`src/design/iss_pkg.sv`:
```
`default_nettype none
package iss_pkg;

  localparam logic [1:0] FUNC_CLEAR   = 2'd0;
  localparam logic [1:0] FUNC_INSERT  = 2'd1;
  localparam logic [1:0] FUNC_EXCLUDE = 2'd2;
  localparam logic [1:0] FUNC_READ    = 2'd3;

  localparam logic [1:0] ST_OK   = 2'd0;
  localparam logic [1:0] ST_FULL = 2'd1;
  localparam logic [1:0] ST_IDX  = 2'd2;

  localparam int STATE_W = 3;
  localparam logic [STATE_W-1:0] S_IDLE  = 3'd0;
  localparam logic [STATE_W-1:0] S_CMD   = 3'd1;
  localparam logic [STATE_W-1:0] S_RWAIT = 3'd2;
  localparam logic [STATE_W-1:0] S_XRD   = 3'd3;
  localparam logic [STATE_W-1:0] S_XEV   = 3'd4;
  localparam logic [STATE_W-1:0] S_XSPL  = 3'd5;
  localparam logic [STATE_W-1:0] S_FIN   = 3'd6;

endpackage
`default_nettype wire

```
`src/design/interval_set_subtract_unit.sv`:
```
`default_nettype none
// channel | dir | handshake                 | payload
// in_     | in  | in_tvalid / in_tready      | in_tdata: func, range_begin, range_end, entry_index
// out_    | out | out_tvalid / out_tready    | out_tdata: status, entry_begin, entry_end, range_count
// Clear and insert go from the command to the finish state; a read in range adds a RAM wait state.
// Exclude puts each entry through one registered RAM read and one shared compare step, two if split.
// The list lives in two RAM banks; an exclusion copies it from one bank into the other.
// rst_n (sync, active low) empties the list; RAM contents need no clearing.
// in_tready is high only in idle; a stalled result waits in the output register.
module interval_set_subtract_unit #(
  parameter int RANGE_SLOTS = 32,
  parameter int VALUE_WIDTH = 32
) (
  input  wire logic        clk,
  input  wire logic        rst_n,
  input  wire logic        in_tvalid,
  output logic             in_tready,
  input  wire logic [71:0] in_tdata,   // func[1:0], range_begin[33:2], range_end[65:34],
                                       // entry_index[70:66], zero[71]
  output logic             out_tvalid,
  input  wire logic        out_tready,
  output logic      [71:0] out_tdata   // status[1:0], entry_begin[33:2], entry_end[65:34],
                                       // range_count[71:66]
);

  localparam int VW = VALUE_WIDTH;
  localparam int AW = (RANGE_SLOTS > 1) ? $clog2(RANGE_SLOTS) : 1;
  localparam int CW = $clog2(RANGE_SLOTS + 1);
  localparam int EW = (VW > 32) ? VW : 32;
  localparam int IW = (CW > 5) ? CW : 5;
  localparam int DW = 2 * VW;

  logic [iss_pkg::STATE_W-1:0] state_r;
  logic [1:0]                  func_r;
  logic signed [VW-1:0]        lo_r, hi_r, spl_e_r;
  logic [4:0]                  idx_r;
  logic [1:0]                  st_r;
  logic signed [VW-1:0]        eb_r, ee_r;
  logic [CW-1:0]               held_r, n_r, c_r, w_r;
  logic [AW-1:0]               head_r;
  logic                        bank_r;
  logic                        out_valid_r;
  logic [71:0]                 out_data_r;

  // input field extraction
  logic signed [31:0] in_b32, in_e32;
  logic signed [EW-1:0] in_bx, in_ex;
  assign in_b32 = in_tdata[33:2];
  assign in_e32 = in_tdata[65:34];
  assign in_bx  = in_b32;
  assign in_ex  = in_e32;

  // logical to physical slot
  logic [CW-1:0]  rd_k;
  logic [AW:0]    rd_sum;
  logic [AW-1:0]  rd_addr;
  assign rd_k = (state_r == iss_pkg::S_CMD) ? CW'(idx_r) : c_r;
  always_comb begin
    rd_sum = {1'b0, head_r} + (AW+1)'(rd_k);
    if (rd_sum >= (AW+1)'(RANGE_SLOTS)) begin
      rd_sum = rd_sum - (AW+1)'(RANGE_SLOTS);
    end
  end
  assign rd_addr = rd_sum[AW-1:0];

  logic [DW-1:0] rd0, rd1, rd_data;
  logic signed [VW-1:0] rb, re;
  assign rd_data = bank_r ? rd1 : rd0;
  assign rb = rd_data[VW-1:0];
  assign re = rd_data[DW-1:VW];

  // S_XSPL re-checks the upper piece of a split before the walk moves on
  logic x_eval;
  logic signed [VW-1:0] cmp_b, cmp_e;
  assign x_eval = (state_r == iss_pkg::S_XEV) || (state_r == iss_pkg::S_XSPL);
  assign cmp_b  = (state_r == iss_pkg::S_XSPL) ? hi_r + VW'(1) : rb;
  assign cmp_e  = (state_r == iss_pkg::S_XSPL) ? spl_e_r : re;

  // shared compare step
  logic c_all, c_low, c_high, c_mid, c_split, room;
  logic [CW:0] held_now;
  assign c_all   = (lo_r <= cmp_b) && (hi_r >= cmp_e);
  assign c_low   = (lo_r <= cmp_b) && (hi_r >= cmp_b) && (hi_r < cmp_e);
  assign c_high  = (lo_r >= cmp_b) && (lo_r <= cmp_e) && (hi_r >= cmp_e);
  assign c_mid   = (lo_r > cmp_b) && (hi_r < cmp_e);
  assign c_split = !c_all && !c_low && !c_high && c_mid;
  assign held_now = (CW+1)'(w_r) + (CW+1)'(n_r) - (CW+1)'(c_r);
  assign room = held_now < (CW+1)'(RANGE_SLOTS);

  logic full;
  logic [AW-1:0] head_dec;
  assign full = held_r >= CW'(RANGE_SLOTS);
  assign head_dec = (head_r == '0) ? AW'(RANGE_SLOTS - 1) : head_r - AW'(1);

  logic [IW-1:0] idx_x, held_x;
  assign idx_x  = IW'(idx_r);
  assign held_x = IW'(held_r);

  // write port
  logic          wr_en, wr_bank;
  logic [AW-1:0] wr_addr;
  logic [DW-1:0] wr_data;
  always_comb begin
    wr_en   = 1'b0;
    wr_bank = ~bank_r;
    wr_addr = w_r[AW-1:0];
    wr_data = {cmp_e, cmp_b};
    if (x_eval) begin
      wr_en = !c_all;
      if (c_low) begin
        wr_data = {cmp_e, hi_r + VW'(1)};
      end else if (c_high || (c_mid && room)) begin
        wr_data = {lo_r - VW'(1), cmp_b};
      end
    end else if (state_r == iss_pkg::S_CMD && func_r == iss_pkg::FUNC_INSERT && !full) begin
      wr_en   = 1'b1;
      wr_bank = bank_r;
      wr_addr = head_dec;
      wr_data = {hi_r, lo_r};
    end
  end

  iss_ram #(.WIDTH(DW), .DEPTH(RANGE_SLOTS)) u_bank0 (
    .clk(clk), .we(wr_en && !wr_bank), .waddr(wr_addr), .wdata(wr_data),
    .raddr(rd_addr), .rdata(rd0)
  );
  iss_ram #(.WIDTH(DW), .DEPTH(RANGE_SLOTS)) u_bank1 (
    .clk(clk), .we(wr_en && wr_bank), .waddr(wr_addr), .wdata(wr_data),
    .raddr(rd_addr), .rdata(rd1)
  );

  logic signed [EW-1:0] eb_x, ee_x;
  logic [5:0] cnt6;
  assign eb_x = eb_r;
  assign ee_x = ee_r;
  assign cnt6 = 6'(held_r);

  assign in_tready  = (state_r == iss_pkg::S_IDLE);
  assign out_tvalid = out_valid_r;
  assign out_tdata  = out_data_r;

  always_ff @(posedge clk) begin
    if (!rst_n) begin
      state_r     <= iss_pkg::S_IDLE;
      held_r      <= '0;
      head_r      <= '0;
      bank_r      <= 1'b0;
      out_valid_r <= 1'b0;
    end else begin
      if (out_valid_r && out_tready && state_r != iss_pkg::S_FIN) begin
        out_valid_r <= 1'b0;
      end
      unique case (state_r)
        iss_pkg::S_IDLE: begin
          if (in_tvalid) begin
            func_r  <= in_tdata[1:0];
            lo_r    <= in_bx[VW-1:0];
            hi_r    <= in_ex[VW-1:0];
            idx_r   <= in_tdata[70:66];
            state_r <= iss_pkg::S_CMD;
          end
        end
        iss_pkg::S_CMD: begin
          eb_r <= '0;
          ee_r <= '0;
          unique case (func_r)
            iss_pkg::FUNC_CLEAR: begin
              st_r    <= iss_pkg::ST_OK;
              held_r  <= '0;
              head_r  <= '0;
              state_r <= iss_pkg::S_FIN;
            end
            iss_pkg::FUNC_INSERT: begin
              state_r <= iss_pkg::S_FIN;
              if (full) begin
                st_r <= iss_pkg::ST_FULL;
              end else begin
                st_r   <= iss_pkg::ST_OK;
                head_r <= head_dec;
                held_r <= held_r + CW'(1);
              end
            end
            iss_pkg::FUNC_EXCLUDE: begin
              st_r    <= iss_pkg::ST_OK;
              n_r     <= held_r;
              c_r     <= '0;
              w_r     <= '0;
              state_r <= iss_pkg::S_XRD;
            end
            default: begin
              if (idx_x < held_x) begin
                st_r    <= iss_pkg::ST_OK;
                state_r <= iss_pkg::S_RWAIT;
              end else begin
                st_r    <= iss_pkg::ST_IDX;
                state_r <= iss_pkg::S_FIN;
              end
            end
          endcase
        end
        iss_pkg::S_RWAIT: begin
          eb_r    <= rb;
          ee_r    <= re;
          state_r <= iss_pkg::S_FIN;
        end
        iss_pkg::S_XRD: begin
          if (c_r == n_r) begin
            held_r  <= w_r;
            head_r  <= '0;
            bank_r  <= ~bank_r;
            state_r <= iss_pkg::S_FIN;
          end else begin
            state_r <= iss_pkg::S_XEV;
          end
        end
        iss_pkg::S_XEV: begin
          spl_e_r <= cmp_e;
          if (!c_all) begin
            w_r <= w_r + CW'(1);
          end
          if (c_split && room) begin
            state_r <= iss_pkg::S_XSPL;
          end else begin
            c_r     <= c_r + CW'(1);
            state_r <= iss_pkg::S_XRD;
          end
          if (c_split && !room) begin
            st_r <= iss_pkg::ST_FULL;
          end
        end
        iss_pkg::S_XSPL: begin
          spl_e_r <= cmp_e;
          if (!c_all) begin
            w_r <= w_r + CW'(1);
          end
          if (c_split && room) begin
            state_r <= iss_pkg::S_XSPL;
          end else begin
            c_r     <= c_r + CW'(1);
            state_r <= iss_pkg::S_XRD;
          end
          if (c_split && !room) begin
            st_r <= iss_pkg::ST_FULL;
          end
        end
        iss_pkg::S_FIN: begin
          if (!out_valid_r || out_tready) begin
            out_valid_r <= 1'b1;
            out_data_r  <= {cnt6, ee_x[31:0], eb_x[31:0], st_r};
            state_r     <= iss_pkg::S_IDLE;
          end
        end
        default: state_r <= iss_pkg::S_IDLE;
      endcase
    end
  end

endmodule
`default_nettype wire

```
`src/design/iss_ram.sv`:
```
`default_nettype none
module iss_ram #(
  parameter int WIDTH = 64,
  parameter int DEPTH = 32
) (
  input  wire logic                     clk,
  input  wire logic                     we,
  input  wire logic [$clog2(DEPTH)-1:0] waddr,
  input  wire logic [WIDTH-1:0]         wdata,
  input  wire logic [$clog2(DEPTH)-1:0] raddr,
  output logic      [WIDTH-1:0]         rdata
);

  logic [WIDTH-1:0] mem [DEPTH];

  always_ff @(posedge clk) begin
    if (we) begin
      mem[waddr] <= wdata;
    end
    rdata <= mem[raddr];
  end

endmodule
`default_nettype wire
```
`config.mk`:
```
export PLATFORM = sky130hd
export DESIGN_NAME = interval_set_subtract_unit
export DESIGN_NICKNAME = d
export VERILOG_FILES = /design/src/design/iss_pkg.sv /design/src/design/interval_set_subtract_unit.sv /design/src/design/iss_ram.sv
export SDC_FILE = /design/constraint.sdc
export NUM_CORES = 2
export LEC_CHECK = 0
export BUFFER_PORTS_ARGS = -buffer_cell sky130_fd_sc_hd__buf_2
export CELL_PAD_IN_SITES_DETAIL_PLACEMENT = 2
export CELL_PAD_IN_SITES_GLOBAL_PLACEMENT = 2
export CORE_UTILIZATION = 25
export CTS_CLUSTER_SIZE = 10
export DETAILED_ROUTE_END_ITERATION = 16
export HOLD_SLACK_MARGIN = 0.08
export PLACE_DENSITY = 0.55
export SLEW_MARGIN = 20
export SYNTH_ARGS = -nofsm -noshare
export SYNTH_HDL_FRONTEND = slang
export SYNTH_SLANG_ARGS = --single-unit
```
`constraint.sdc`:
```
create_clock -name clk -period 24.1 [get_ports clk]
set_clock_uncertainty 0.2 [all_clocks]
set_input_delay 3.615 -clock clk [delete_from_list [all_inputs] [get_ports clk]]
set_output_delay 3.615 -clock clk [all_outputs]
set_load 0.1 [all_outputs]
```
Word level (Yosys, flattened, before mapping)
Memories as Yosys holds them, arrays and structs flattened. A register that Yosys moved wholly into a read port is not among the register bits.
Index checks and enable logic that the tools add are counted.
{"block": "totals", "reg_bits": 275, "ramBits": 4096, "input_bits": 76, "output_inout_bits": 74, "mem_count": 2}
{"name": "u_bank0.mem", "depth": 32, "width": 64, "read_ports": 1, "rd_ports_with_merged_regs": 1, "write_ports": 1, "line_no": "iss_ram.sv:14", "rtl": "logic [WIDTH-1:0] mem [DEPTH];"}
{"name": "u_bank1.mem", "depth": 32, "width": 64, "read_ports": 1, "rd_ports_with_merged_regs": 1, "write_ports": 1, "line_no": "iss_ram.sv:14"}
{"block": "classes", "n_addsub": 10, "n_lt_le_gt_ge": 11, "n_eq_ne": 19, "mux": 50, "n_bitwise": 1, "reduce_logical": 48}
{"cell": "$mux W64", "n": 5}
{"cell": "$pmux W32 S2", "n": 2}
{"cell": "$ge A32 B32 Y1", "n": 3}
{"cell": "$le A32 B32 Y1", "n": 2}
{"cell": "$mux W32", "n": 2}
{"cell": "$pmux W6 S2", "n": 4}
{"cell": "$mux W6", "n": 6}
{"cell": "$add A32 B2 Y32 const B", "n": 1}
{"cell": "$gt A32 B32 Y1", "n": 1}
{"cell": "$lt A32 B32 Y1", "n": 1}
{"cell": "$sub A32 B2 Y32 const B", "n": 1}
{"cell": "$mux W5", "n": 6}
{"cell": "$pmux W5 S2", "n": 2}
{"cell": "$add A6 B1 Y6 const B", "n": 3}
{"cell": "$logic_and A1 B1 Y1", "n": 18}
{"cell": "$pmux W3 S6", "n": 1}
{"cell": "$ge A6 B6 Y1 const B", "n": 2}
{"cell": "$mux W1", "n": 12}
{"cell": "$mux W3", "n": 4}
{"cell": "$reduce_and A3 Y1", "n": 4}
{"cell": "$reduce_and A4 Y1", "n": 3}
{"cell": "$ne A2 B2 Y1 const B", "n": 5}
{"cell": "$sub A5 B1 Y5 const B", "n": 2}
{"cell": "$eq A3 B3 Y1 const B", "n": 3}
{"cell": "other kinds (25)", "n": 46}

Longest topological paths before layout
{"block": "logic_depth", "depth_word": 12, "ltp_mapped": 22, "depth_no_buf": 20}

Modules after synthesis
A second synthesis with hierarchy kept.
{"block": "hier_totals", "cells_unflattened": 7904, "area_unflattened_um2": 175565.9}
{"mod": "iss_ram (u_bank0)", "instances": 1, "cells_each": 3096, "area_each_um2": 78964.5, "seq_area_each_um2": 62780.2}
{"mod": "iss_ram (u_bank1)", "instances": 1, "cells_each": 3110, "area_each_um2": 78945.7, "seq_area_each_um2": 62780.2}
{"mod": "interval_set_subtract_unit", "instances": 1, "cells_each": 1698, "area_each_um2": 17655.7, "seq_area_each_um2": 8097.8}

Least setup slack after synthesis
Ideal clock, no wire load.
{"block": "synth_timing", "path_type": "register to register", "from": "register bank_r", "to": "memory u_bank1.mem[17][0], enable pin", "setup_ns": 0.564, "t_arrival_ns": 8.286, "required_time_ns": 23.336, "slack_ns": 15.049, "path_stages_with_launch": 19, "n_path_buf": 4, "synth_period_minus_slack_ns": 9.051, "path_cell_list": "dfxtp_1 clkbuf_1 clkbuf_1 buf_1 mux2i_1 nand2_1 o21ai_0 ha_1 and4_1 and3_1 and4_1 o22ai_1 and4b_1 o2bb2ai_1 nand2_1 nand3_1 nand3_1 clkbuf_1 nor3_1"}
{"block": "synth_between", "elab_chain_len": 9}
{"element": "from (decl)", "line_no": "interval_set_subtract_unit.sv:41", "rtl": "logic bank_r;"}
{"element": "from (signal assigned)", "line_no": "interval_set_subtract_unit.sv:210", "rtl": "bank_r <= ~bank_r;"}
{"element": "$mux W64", "line_no": "interval_set_subtract_unit.sv:68", "rtl": "assign rd_data = bank_r ? rd1 : rd0;"}
{"element": "$mux W32 (on tied branches)", "line_no": "interval_set_subtract_unit.sv:76, interval_set_subtract_unit.sv:77"}
{"element": "$le A32 B32 Y1 / $ge A32 B32 Y1 (equally long branches)", "line_no": "interval_set_subtract_unit.sv:82", "rtl": "assign c_all = (lo_r <= cmp_b) && (hi_r >= cmp_e);"}
{"element": "$logic_and A1 B1 Y1", "line_no": "interval_set_subtract_unit.sv:82"}
{"element": "$logic_not A1 Y1"}
{"element": "$mux W1", "line_no": "interval_set_subtract_unit.sv:108", "rtl": "if (x_eval) begin"}
{"element": "$logic_and A1 B1 Y1 *", "line_no": "interval_set_subtract_unit.sv:128", "rtl": ".clk(clk), .we(wr_en && wr_bank), .waddr(wr_addr), .wdata(wr_data),"}
{"element": "$mux W1 *", "line_no": "iss_ram.sv:17", "rtl": "if (we) begin"}
{"element": "$mux W1 (implied by the code) *", "line_no": "iss_ram.sv:18", "rtl": "mem[waddr] <= wdata;"}
{"element": "to (decl)", "line_no": "iss_ram.sv:14"}
Every way passes the cells marked *; elsewhere a longest branch is shown, timed or not.

Worst setup path in the final report
{"block": "layout_timing", "from": "register bank_r", "to": "memory u_bank1.mem[16][41], enable pin"}
The elaborated chain is that of the path after synthesis.

==> metrics <==
run status complete, no violations; RSZ-0062 raised after global routing false; row cnt 307; Final setup viols 0; Startpoint Class flip-flop; DIE AREA 707000 sq um; CTS Root Cell clkbuf_16; CTS tree built; final cell count without fillers 19.39k; DRC viols 0; mapped cell area 175900 sq um; gr usage total 0.1741; #FFs+latches synth 4499; sequential cell area fraction in the yosys report 0.7598; Netlist cell types 80; crit end category flip-flop; final hold slack 0.2148 ns; hold_buf cts 0; RePlAce Congestion 0.8017; Slew Limit Fails 0; PnR worst setup slack 14.53 ns; htree depth 6; WL final 632400 um; multi-input logic area 41280 sq um; Placed Area 190400 sq um; CTS max path bufs 4; ys async rst share 0; fraction of layout cells with a size suffix above 1 0.2260; clock latency at the later pin of the worst-skew pair 1.10 ns; sequential standard cell area 133700 sq um; gr ovfl total 0; syn nets 9502; TritonCTS Buffers 531; Max-Cap Viols 0; Port Buffers 148; FMAX 0.1045 GHz; peak supply drop 0.09514 mV; final core utilization 0.2948; pre-CTS setup slack 14.67 ns; Mapped Cells 9270; clk sink count 4499; vias 95.32k; final net count 9991; most common library cells after synthesis 4355 x edfxtp_1, 1328 x nand2_1, 1024 x mux4_2, 685 x nand3_1, 362 x clkbuf_1; WP data required 24.58 ns; Layout area overhead 17.30%; setup TNS 0 ns; Post-CTS Setup Repair Bufs 0; Final Hold Vio Count 0; Arr. time, crit path 10.05 ns; core area 699900 sq um; post-DR vias/cell 4.915; DP HPWL 326500 um; DRT antenna net count 0; top-area cell type share of the netlist area 0.7435; placed cells 18.49k; CP max FO 32; mean post-synth cell area 18.98 sq um; Yosys warnings 0; area leader, netlist edfxtp_1; vias in the first global route 102.9k; largest net degree at the start of global routing 105; most frequent cell after synthesis edfxtp_1; hold crit path type reg2reg; slew of the pin with the lowest slew margin 1.193 ns; CTS clk-pin slew, worst paths 0.06 ns; Tmin final 9.570 ns; 1st-pass router iterations 7; antenna violations before repair 30; Post-synth top flop edfxtp_1; Chip Height 840.8 um; Ports 150; fin crit share 0.3971; Chip Width 840.8 um; iteration-0 DRC count of the detailed router 9646; Leak 65.35 nW; EDFF count, synth 4355; design area 206300 sq um; Layout fillers 70.85k; global-route wire length before repair 864700 um; top post-synthesis cells by area edfxtp_1 74%, mux4_2 13%, nand2_1 2.8%; Resize count post-CTS 0; WS Path Type reg2reg; max_slew headroom 0.2049; wire per inst 32.61 um; Pwr Total 24.98 mW; power density cells 121.1 nW/um^2; Initial Util 0.2513
## report_power, final
part	internal (mW)	total, mW	switching [mW]
sequential	10.2	10.4	0.168
combinational	2.13	7.05	4.93
clock	4.25	7.52	3.27
## worst max-delay path, stage by stage (launching register included)
cell	delay, ns
dfxtp_4	0.78
buf_4	0.66
buf_4	0.61
mux2i_1	0.90
nand2_1	0.13
o21ai_0	0.32
ha_1	0.38
nor2b_1	0.13
o211ai_1	0.18
a21oi_1	0.15
o22ai_1	0.36
and4b_1	0.26
o2bb2ai_1	0.29
nand2_1	0.15
nand3_1	0.27
nand3_2	0.85
nor3_2	0.71
buf_4	0.70
buf_4	0.86
## flip-flops by register name, summed over array words and instances, names as in the netlist, 32 cells and up
name / flops
u_bank0.mem: 2048
u_bank0.rdata: 64
ee_r: 32
lo_r: 32
spl_e_r: 32
u_bank1.rdata: 64
out_tdata: 72
u_bank1.mem: 2048
eb_r: 32
hi_r: 32
## final cells by class
| type | count | share of cell area |
|---|---|---|
| diodes | 19 | 0.0002304 |
| repair buffers | 460 | 0.01800 |
| clock inverters | 71 | 0.005700 |
| inverters | 80 | 0.001455 |
| clock buffers | 808 | 0.07051 |
| well taps | 9270 | 0.05621 |
| flip-flops and latches | 4499 | 0.6478 |
| multi-input cells | 4187 | 0.2001 |
## placed cells by master, fill, tap and decap left out, types with 11 or more instances in the layout
master and instances:
a21o_1 21, clkinv_8 21, xor2_1 25, clkinv_16 11
o221ai_4 33, nand3_1 684, mux2i_1 72, mux2i_2 11
and3_1 24, inv_1 80, a221o_2 14, diode_2 19
nand4_1 24, nor4_1 15, edfxtp_1 4355, a21oi_1 62
mux4_2 1024, clkbuf_1 264, dfxtp_1 143, nor3_2 65
ha_1 149, nand2_1 1326, and2_1 16, o21ai_0 214
nor3_1 24, nor2_1 139, buf_2 148, buf_4 260
buf_12 48, clkbuf_16 539, inv_6 14, xnor2_1 47
mux2_2 24
## path summary, 6_finish.rpt
path                          to  slack [ns]  startpoint  cells after the start
max          u_bank1.mem[16][41]       14.53      bank_r                     18
min                out_tdata[58]        0.21    ee_r[24]                      0
max reg2reg  u_bank1.mem[16][41]       14.53      bank_r                     18
min reg2reg        out_tdata[58]        0.21    ee_r[24]                      0
## cells by family after synthesis
family	share of synthesized area
adder cells (fa/ha/maj)	0.01135
multiplexers	0.1376
AND/OR/NAND/NOR	0.05912
flip-flops	0.7598
AO/OA/AOI/OAI	0.01553
buffers and inverters	0.01275
XOR/XNOR	0.003834
## routing by layer
| layer | vias up | global-route usage | part of all wire |
|---|---|---|---|
| met5 | - | 0 | 0 |
| met4 | 0 | 0.05567 | 0.035 |
| met3 | 888 | 0.01997 | 0.050 |
| met2 | 3007 | 0.3030 | 0.50 |
| met1 | 53348 | 0.2269 | 0.42 |
| li1 | 38076 | - | - |
(Power assumes the default switching activity.)
